`src/sv/tdts_pkg.sv`:
```
// shared types and constants for the tick driven task scheduler
package tdts_pkg;

    localparam int TASK_SLOTS_DEF = 8;
    localparam logic [15:0] CNT_LIMIT = 16'hFFFF;
    localparam int RELOAD_BASE = 8;
    localparam logic [7:0] PRIO_LIMIT = 8'd5;

    typedef enum logic {
        KIND_WRITE = 1'b0,
        KIND_TICK  = 1'b1
    } t_kind;

    typedef enum logic [0:0] {
        CFG_ENABLE = 1'b0,
        CFG_POLICY = 1'b1
    } t_cfg_reg;

    typedef struct packed {
        t_kind       kind;
        logic [2:0]  task_index;
        logic [15:0] counter_value;
        logic [7:0]  priority_value;
        logic        running;
        logic        present;
    } t_item;

    typedef struct packed {
        logic       switched;
        logic [2:0] next_task;
        logic       no_candidate;
        logic [2:0] current_task;
    } t_result;

endpackage

```
`src/sv/tick_driven_task_scheduler_top.sv`:
```
// task table, tick sequencer and shared scan comparator of the task scheduler
//
// input words arrive on i_item and are taken when start is high and busy is low.
// a write word loads one table entry; a tick word charges the current task and
// may pick a new one. every accepted word gives exactly one result word on
// o_result, marked by o_done for a single cycle; the receiver cannot stall it.
// write words and ticks while disabled: result one cycle after accept, busy
// stays low, so they can be sent back to back.
// tick without a scan: S_UPD then S_RESULT, which registers the result and o_done.
// tick with a scan: S_UPD, S_SCAN, S_DRAIN, then S_RESULT; the scan reads one
// table entry per cycle through the counter/priority memory read port and
// feeds a single shared comparator, from the top slot down to slot 1.
// busy stays high for the whole tick.
// configuration words (enable, policy) use their own valid/ready channel,
// always ready; write them only while the block is idle.
// synchronous active-low reset clears the table flags, the current task,
// enable and policy; counters of entries never written read as zero.
module tick_driven_task_scheduler_top import tdts_pkg::*; #(
    parameter int TASK_SLOTS = TASK_SLOTS_DEF
) (
    input  logic     i_clk,
    input  logic     i_rst_n,
    input  logic     start,
    output logic     busy,
    input  t_item    i_item,
    output logic     o_done,
    output t_result  o_result,
    input  logic     i_cfg_valid,
    output logic     o_cfg_ready,
    input  t_cfg_reg i_cfg_index,
    input  logic     i_cfg_data
);

    localparam int IDX_W = $clog2(TASK_SLOTS);

    typedef enum logic [4:0] {
        S_IDLE   = 5'b00001,
        S_UPD    = 5'b00010,
        S_SCAN   = 5'b00100,
        S_DRAIN  = 5'b01000,
        S_RESULT = 5'b10000
    } t_state;

    t_state r_state, n_state;

    logic r_enable, r_policy;
    logic [IDX_W-1:0] r_cur;
    logic [TASK_SLOTS-1:0] r_present, r_running, r_written;

    logic [15:0] mem_cnt [TASK_SLOTS];
    logic [7:0]  mem_pri [TASK_SLOTS];
    logic [15:0] r_rd_cnt;
    logic [7:0]  r_rd_pri;

    logic [IDX_W-1:0] r_scan_idx, r_cmp_idx, r_pick;
    logic             r_cmp_vld, r_did_scan;
    logic [15:0]      r_best_cnt;
    logic [7:0]       r_best_pri;

    logic             accept, in_range, wr_item, tick_go;
    logic [IDX_W-1:0] w_idx, rd_addr, mem_waddr;
    logic             mem_we;
    logic [15:0]      mem_wcnt, cur_cnt, dec_cnt, upd_cnt;
    logic             need_scan;
    logic             elig, win;

    assign busy        = (r_state != S_IDLE);
    assign o_cfg_ready = 1'b1;

    assign accept   = start && !busy;
    assign in_range = 32'(i_item.task_index) < TASK_SLOTS;
    assign w_idx    = IDX_W'(i_item.task_index);
    assign wr_item  = accept && (i_item.kind == KIND_WRITE) && in_range;
    assign tick_go  = accept && (i_item.kind == KIND_TICK) && r_enable;

    // charge the current task, saturate at zero, reload under priority policy
    assign cur_cnt   = r_written[r_cur] ? r_rd_cnt : 16'd0;
    assign dec_cnt   = (cur_cnt != 16'd0) ? cur_cnt - 16'd1 : 16'd0;
    assign upd_cnt   = (r_policy && dec_cnt == 16'd0 && r_cur != '0)
                       ? 16'(RELOAD_BASE) - 16'(r_cur) : dec_cnt;
    assign need_scan = r_policy || (dec_cnt == 16'd0);

    assign mem_we    = wr_item || (r_state == S_UPD);
    assign mem_waddr = (r_state == S_UPD) ? r_cur : w_idx;
    assign mem_wcnt  = (r_state == S_UPD) ? upd_cnt : i_item.counter_value;
    assign rd_addr   = (r_state == S_SCAN) ? r_scan_idx : r_cur;

    // shared comparator: candidate entry against best so far
    always_comb begin
        elig = r_cmp_vld && r_present[r_cmp_idx] && r_running[r_cmp_idx];
        if (r_policy) begin
            win = elig && ((r_rd_pri < r_best_pri) ||
                           (r_rd_pri == r_best_pri && r_rd_cnt < r_best_cnt));
        end else begin
            win = elig && (r_rd_cnt != 16'd0) && (r_rd_cnt < r_best_cnt);
        end
    end

    always_comb begin
        n_state = r_state;
        case (r_state)
            S_IDLE: begin
                if (tick_go) n_state = S_UPD;
            end
            S_UPD: begin
                n_state = need_scan ? S_SCAN : S_RESULT;
            end
            S_SCAN: begin
                if (r_scan_idx == IDX_W'(1)) n_state = S_DRAIN;
            end
            S_DRAIN: begin
                n_state = S_RESULT;
            end
            S_RESULT: begin
                n_state = S_IDLE;
            end
            default: begin
                n_state = S_IDLE;
            end
        endcase
    end

    // counter and priority storage, registered read
    always_ff @(posedge i_clk) begin
        if (mem_we) begin
            mem_cnt[mem_waddr] <= mem_wcnt;
        end
        if (wr_item) begin
            mem_pri[w_idx] <= i_item.priority_value;
        end
        r_rd_cnt <= mem_cnt[rd_addr];
        r_rd_pri <= mem_pri[rd_addr];
    end

    always_ff @(posedge i_clk) begin
        if (!i_rst_n) begin
            r_state    <= S_IDLE;
            r_enable   <= 1'b0;
            r_policy   <= 1'b0;
            r_cur      <= '0;
            r_present  <= '0;
            r_running  <= '0;
            r_written  <= '0;
            r_cmp_vld  <= 1'b0;
            r_did_scan <= 1'b0;
            o_done     <= 1'b0;
        end else begin
            r_state <= n_state;
            o_done  <= (accept && !tick_go) || (r_state == S_RESULT);

            if (i_cfg_valid) begin
                case (i_cfg_index)
                    CFG_ENABLE: r_enable <= i_cfg_data;
                    CFG_POLICY: r_policy <= i_cfg_data;
                    default: ;
                endcase
            end

            if (wr_item) begin
                r_present[w_idx] <= i_item.present;
                r_running[w_idx] <= i_item.running;
                r_written[w_idx] <= 1'b1;
            end

            if (r_state == S_UPD) begin
                r_written[r_cur] <= 1'b1;
            end

            // write words and disabled ticks answer at once
            if (accept && !tick_go) begin
                o_result.switched     <= 1'b0;
                o_result.next_task    <= 3'd0;
                o_result.no_candidate <= 1'b0;
                o_result.current_task <= 3'(r_cur);
            end

            case (r_state)
                S_UPD: begin
                    r_did_scan <= need_scan;
                    r_scan_idx <= IDX_W'(TASK_SLOTS - 1);
                    r_cmp_vld  <= 1'b0;
                    r_best_cnt <= CNT_LIMIT;
                    r_best_pri <= PRIO_LIMIT;
                    r_pick     <= '0;
                end
                S_SCAN, S_DRAIN: begin
                    if (win) begin
                        r_best_cnt <= r_rd_cnt;
                        r_best_pri <= r_rd_pri;
                        r_pick     <= r_cmp_idx;
                    end
                    r_cmp_idx  <= r_scan_idx;
                    r_cmp_vld  <= (r_state == S_SCAN);
                    r_scan_idx <= r_scan_idx - IDX_W'(1);
                end
                S_RESULT: begin
                    if (r_did_scan && r_pick != '0) begin
                        o_result.switched     <= (r_pick != r_cur);
                        o_result.next_task    <= 3'(r_pick);
                        o_result.no_candidate <= 1'b0;
                        o_result.current_task <= 3'(r_pick);
                        r_cur                 <= r_pick;
                    end else begin
                        o_result.switched     <= 1'b0;
                        o_result.next_task    <= 3'd0;
                        o_result.no_candidate <= r_did_scan;
                        o_result.current_task <= 3'(r_cur);
                    end
                end
                default: ;
            endcase
        end
    end

endmodule

```
`config.mk`:
```
export PLATFORM = sky130hd
export DESIGN_NAME = tick_driven_task_scheduler_top
export DESIGN_NICKNAME = d
export VERILOG_FILES = /design/src/sv/tdts_pkg.sv /design/src/sv/tick_driven_task_scheduler_top.sv
export SDC_FILE = /design/constraint.sdc
export NUM_CORES = 1
export LEC_CHECK = 0
export BUFFER_PORTS_ARGS = -buffer_cell sky130_fd_sc_hd__buf_2
export CAP_MARGIN = 25
export CORE_MARGIN = 2
export CORE_UTILIZATION = 40
export CTS_BUF_LIST = sky130_fd_sc_hd__clkbuf_8
export CTS_CLUSTER_SIZE = 25
export DETAILED_ROUTE_END_ITERATION = 16
export MAX_ROUTING_LAYER = met4
export PLACE_DENSITY = 0.66
export SLEW_MARGIN = 20
export SYNTH_ARGS = -nofsm -noshare
export SYNTH_HDL_FRONTEND = slang
export SYNTH_SLANG_ARGS = --single-unit
```
`constraint.sdc`:
```
create_clock -name i_clk -period 3.8 [get_ports i_clk]
set_clock_uncertainty 0.05 [all_clocks]
set_input_delay 0.38 -clock i_clk [delete_from_list [all_inputs] [get_ports i_clk]]
set_output_delay 0.38 -clock i_clk [all_outputs]
set_load 0.03 [all_outputs]
```
==> results.md <==
* Mapped Nets at 1202
* Crit path from: r_cur[1]
* Vias in the first global route at 8404
* EDFF count, synth at 233
* Mean cell area of the mapped netlist at 11.1 um^2
* First-pass GRT wire length at 45700 um
* H-tree depth at 2
* Int Power at 4.94 mW
* Die Wd at 182 um
* Crit Path Max Fanout at 8
* Final max-slew violation count at 0
* Synthesized flop and latch total at 294
* Relative slew margins at 38.9%
* Yosys cell types at 58
* Sequential fraction of the synthesis area at 65.0%
* Top FF cell, synth: edfxtp_1
* Worst setup SP type: flop
* MaxCap Viol Count at 0
* Reg2reg path depth at 12
* All-Layer GR Usage at 18.3%
* Top cells by area, synth: edfxtp_1 (55%), dfxtp_1 (9.7%), nand2_1 (8.1%), nand3_1 (5.3%), ha_1 (2.8%)
* CTS clk-pin slew, worst paths at 0.06 ns
* Synth Warn # at 0
* Worst setup EP type: flop
* Initial DRC count at 715
* Setup ws final at -0.00277 ns
* Placed Cells at 1577
* Total power divided by cell area at 436 nW/um^2
* Routed len/inst at 17.6 um
* Endpoints failing setup at 4
* Initial antenna violation count at 1
* DP HPWL at 18600 um
* DRC at 0
* VDD IR max at 324 uV
* Status: complete, but fails checks
* Leak at 5.57 nW
* CTS tree: yes
* Clock buffer depth at 3
* Routed Antenna Nets at 0
* Die area at 33100 um^2
* Min-delay worst type: in2reg
* Setup crit end: mem_cnt[5][0]
* Min Clock Period, post-route at 3.80 ns
* Largest net degree at the start of global routing at 73
* Vias per cell at 5.20
* R2R Path End: mem_cnt[5][0]
* Synthesized area at 12600 um^2
* Combinational Power Share at 4.6%
* Sequential power share at 55.7%
* Fmax at 263 MHz
* Tcrit/Tclk final at 100%
* Clk_lat worst skew at 0.57 ns
* FILL cells at 2853
* WP data arrival at 4.17 ns
* FF-to-FF setup slack at -0.003 ns
* Worst Setup Path Type: reg2reg
* Violated checks: setup timing
* Tot Pwr at 6.39 mW
* Switching Share at 22.7%
* Share of layout cells above drive strength 1 at 15.6%
* Worst EP required at 4.16 ns
* Root Driver: clkbuf_8
* Chip Height at 182 um
* Final #Nets at 1289
* NetSw at 1.45 mW
* Non-Filler Instances at 1666
* RSZ-0062 raised after global routing: yes
* Worst-Margin Slew at 0.897 ns
* Most frequent cell after synthesis: nand2_1
* FF-to-FF Start: r_cur[1]
* Top cell type's share of synthesized area at 55.3%
* WL final at 29300 um
* IO Pins at 47
* Final Wtd Congestion at 0.892
* Core area at 31300 um^2
* Grt ovf at 0
* Post-synth top cells: nand2_1 (272), edfxtp_1 (233), nand3_1 (134), dfxtp_1 (61), clkbuf_1 (55)
* Starting Density at 40.4%
* Fin. Hold Viols at 0
* Post-Syn Instances at 1138
* Cell Rows at 65
* Clock power share at 39.8%
* Via count at 8669
* Cts bufs inserted at 46
* Largest area contributor in the netlist: edfxtp_1
* Async set-reset flop share out of synthesis at 0%
* TritonCTS Sinks at 294
* Syn-to-layout area delta at 15.8%
* IO buf count at 45
* Pre-antenna DRT Iters at 5
[worst min-delay path by stage]
stage                       from             to  slack [ns]  cells past startpoint
floorplan           r_running[5]   r_running[5]        0.39                      2
global placement    r_running[1]   r_running[1]        0.40                      2
detailed placement  r_written[7]   r_written[7]        0.42                      1
CTS                    i_item[3]  mem_pri[5][1]       0.003                      1
global route           i_item[3]  mem_pri[5][1]        0.02                      1
finish                 i_item[3]  mem_pri[4][1]        0.03                      1
[registers in the layout (all words and copies together) (netlist names), 3 cells and up]
register and cells:
r_best_cnt 16, r_state 5, r_cmp_idx 3, r_cur 3, r_written 8, r_present 8
mem_pri 64, r_rd_cnt 16, mem_cnt 128, r_rd_pri 8, o_result 8, r_best_pri 8
r_running 8, r_pick 3, r_scan_idx 3
[logic make-up after synthesis]
| group | synth area share, % |
|---|---|
| buffers and inverters | 2.98 |
| and+or+nand+nor | 19.9 |
| adders and majority gates | 2.77 |
| other | 0.0296 |
| muxes | 1.79 |
| xor gates and xnor gates | 0.969 |
| AOI/OAI and AO/OA | 6.57 |
| DFF | 65.0 |
[critical path, stage by stage, from the launching register on]
cell and delay (ns):
dfxtp_2 0.35, mux2_4 0.30, mux4_2 0.53, o21ai_2 0.17
ha_2 0.23, xnor2_2 0.12, nand3_1 0.09, or3b_1 0.35
or4b_4 0.57, a2111oi_4 0.44, a221oi_1 0.14, nor2_1 0.14
buf_4 0.17
[metrics by stage]
step	util, %	hold slack [ns]	worst slack (ns)	area (um^2)	setup TNS (ns)
floorplan	-	0.394	0.00220	12700	0
global placement	43.8	0.403	-0.00418	13700	-0.0492
detailed placement	43.8	0.417	-0.115	13700	-3.09
CTS	46.6	0.00252	0.0108	14600	0
global route	46.8	0.0239	-0.177	14700	-4.88
finish	46.8	0.0322	-0.00277	14700	-0.00944
[cells in the final DEF, fill, tap and decap left out, types with 8 or more instances in the layout]
| cell | n |
|---|---|
| o21ai_0 | 39 |
| buf_2 | 45 |
| nor3_1 | 16 |
| o21ai_1 | 22 |
| dfxtp_1 | 60 |
| nand3_1 | 134 |
| nand2b_1 | 20 |
| nor2_1 | 32 |
| a21oi_1 | 13 |
| buf_4 | 47 |
| mux2i_1 | 13 |
| xor2_1 | 8 |
| nor2b_1 | 17 |
| inv_1 | 51 |
| a21boi_0 | 13 |
| ha_1 | 27 |
| nand2_1 | 272 |
| nor2_2 | 9 |
| clkinv_1 | 9 |
| and2_1 | 15 |
| edfxtp_1 | 233 |
| clkbuf_8 | 51 |
[per-layer routing]
metal	vias to the layer above	part of all wire [%]	global-route usage, %
met5	-	0	-
met4	0	2.5	5.92
met3	59	4.9	2.77
met2	219	48	30.2
met1	4182	45	23.2
li1	4209	-	-
[power groups by stage]
stage / logic [mW] / clock network (mW) / registers, mW
6_report: 0.291 / 2.54 / 3.56
2_1_floorplan: 0.152 / 0 / 3.64
5_1_grt: 0.319 / 2.73 / 3.56
4_1_cts: 0.288 / 2.60 / 3.56
3_3_place_gp: 0.281 / 0 / 3.63
3_5_place_dp: 0.286 / 0 / 3.63
[area by class of cell]
| class | count | area [um^2] | area share [%] |
|---|---|---|---|
| Antenna cell | 1 | 2.50 | 0.0171 |
| Clock buffer | 51 | 702 | 4.79 |
| Clock inverter | 35 | 184 | 1.26 |
| Inverter | 37 | 139 | 0.948 |
| Multi-Input combinational cell | 746 | 4180 | 28.5 |
| Sequential cell | 294 | 8220 | 56.1 |
| Tap cell | 402 | 503 | 3.43 |
| Timing Repair Buffer | 100 | 721 | 4.92 |
[what timing repair did]
item	4_1_cts	5_1_grt
hold buffers	0	0
setup endpoints to repair	40	72
pin swaps	1	7
gates resized for setup	4	12
setup buffers	0	2
Power figures use the tool's default switching activity.
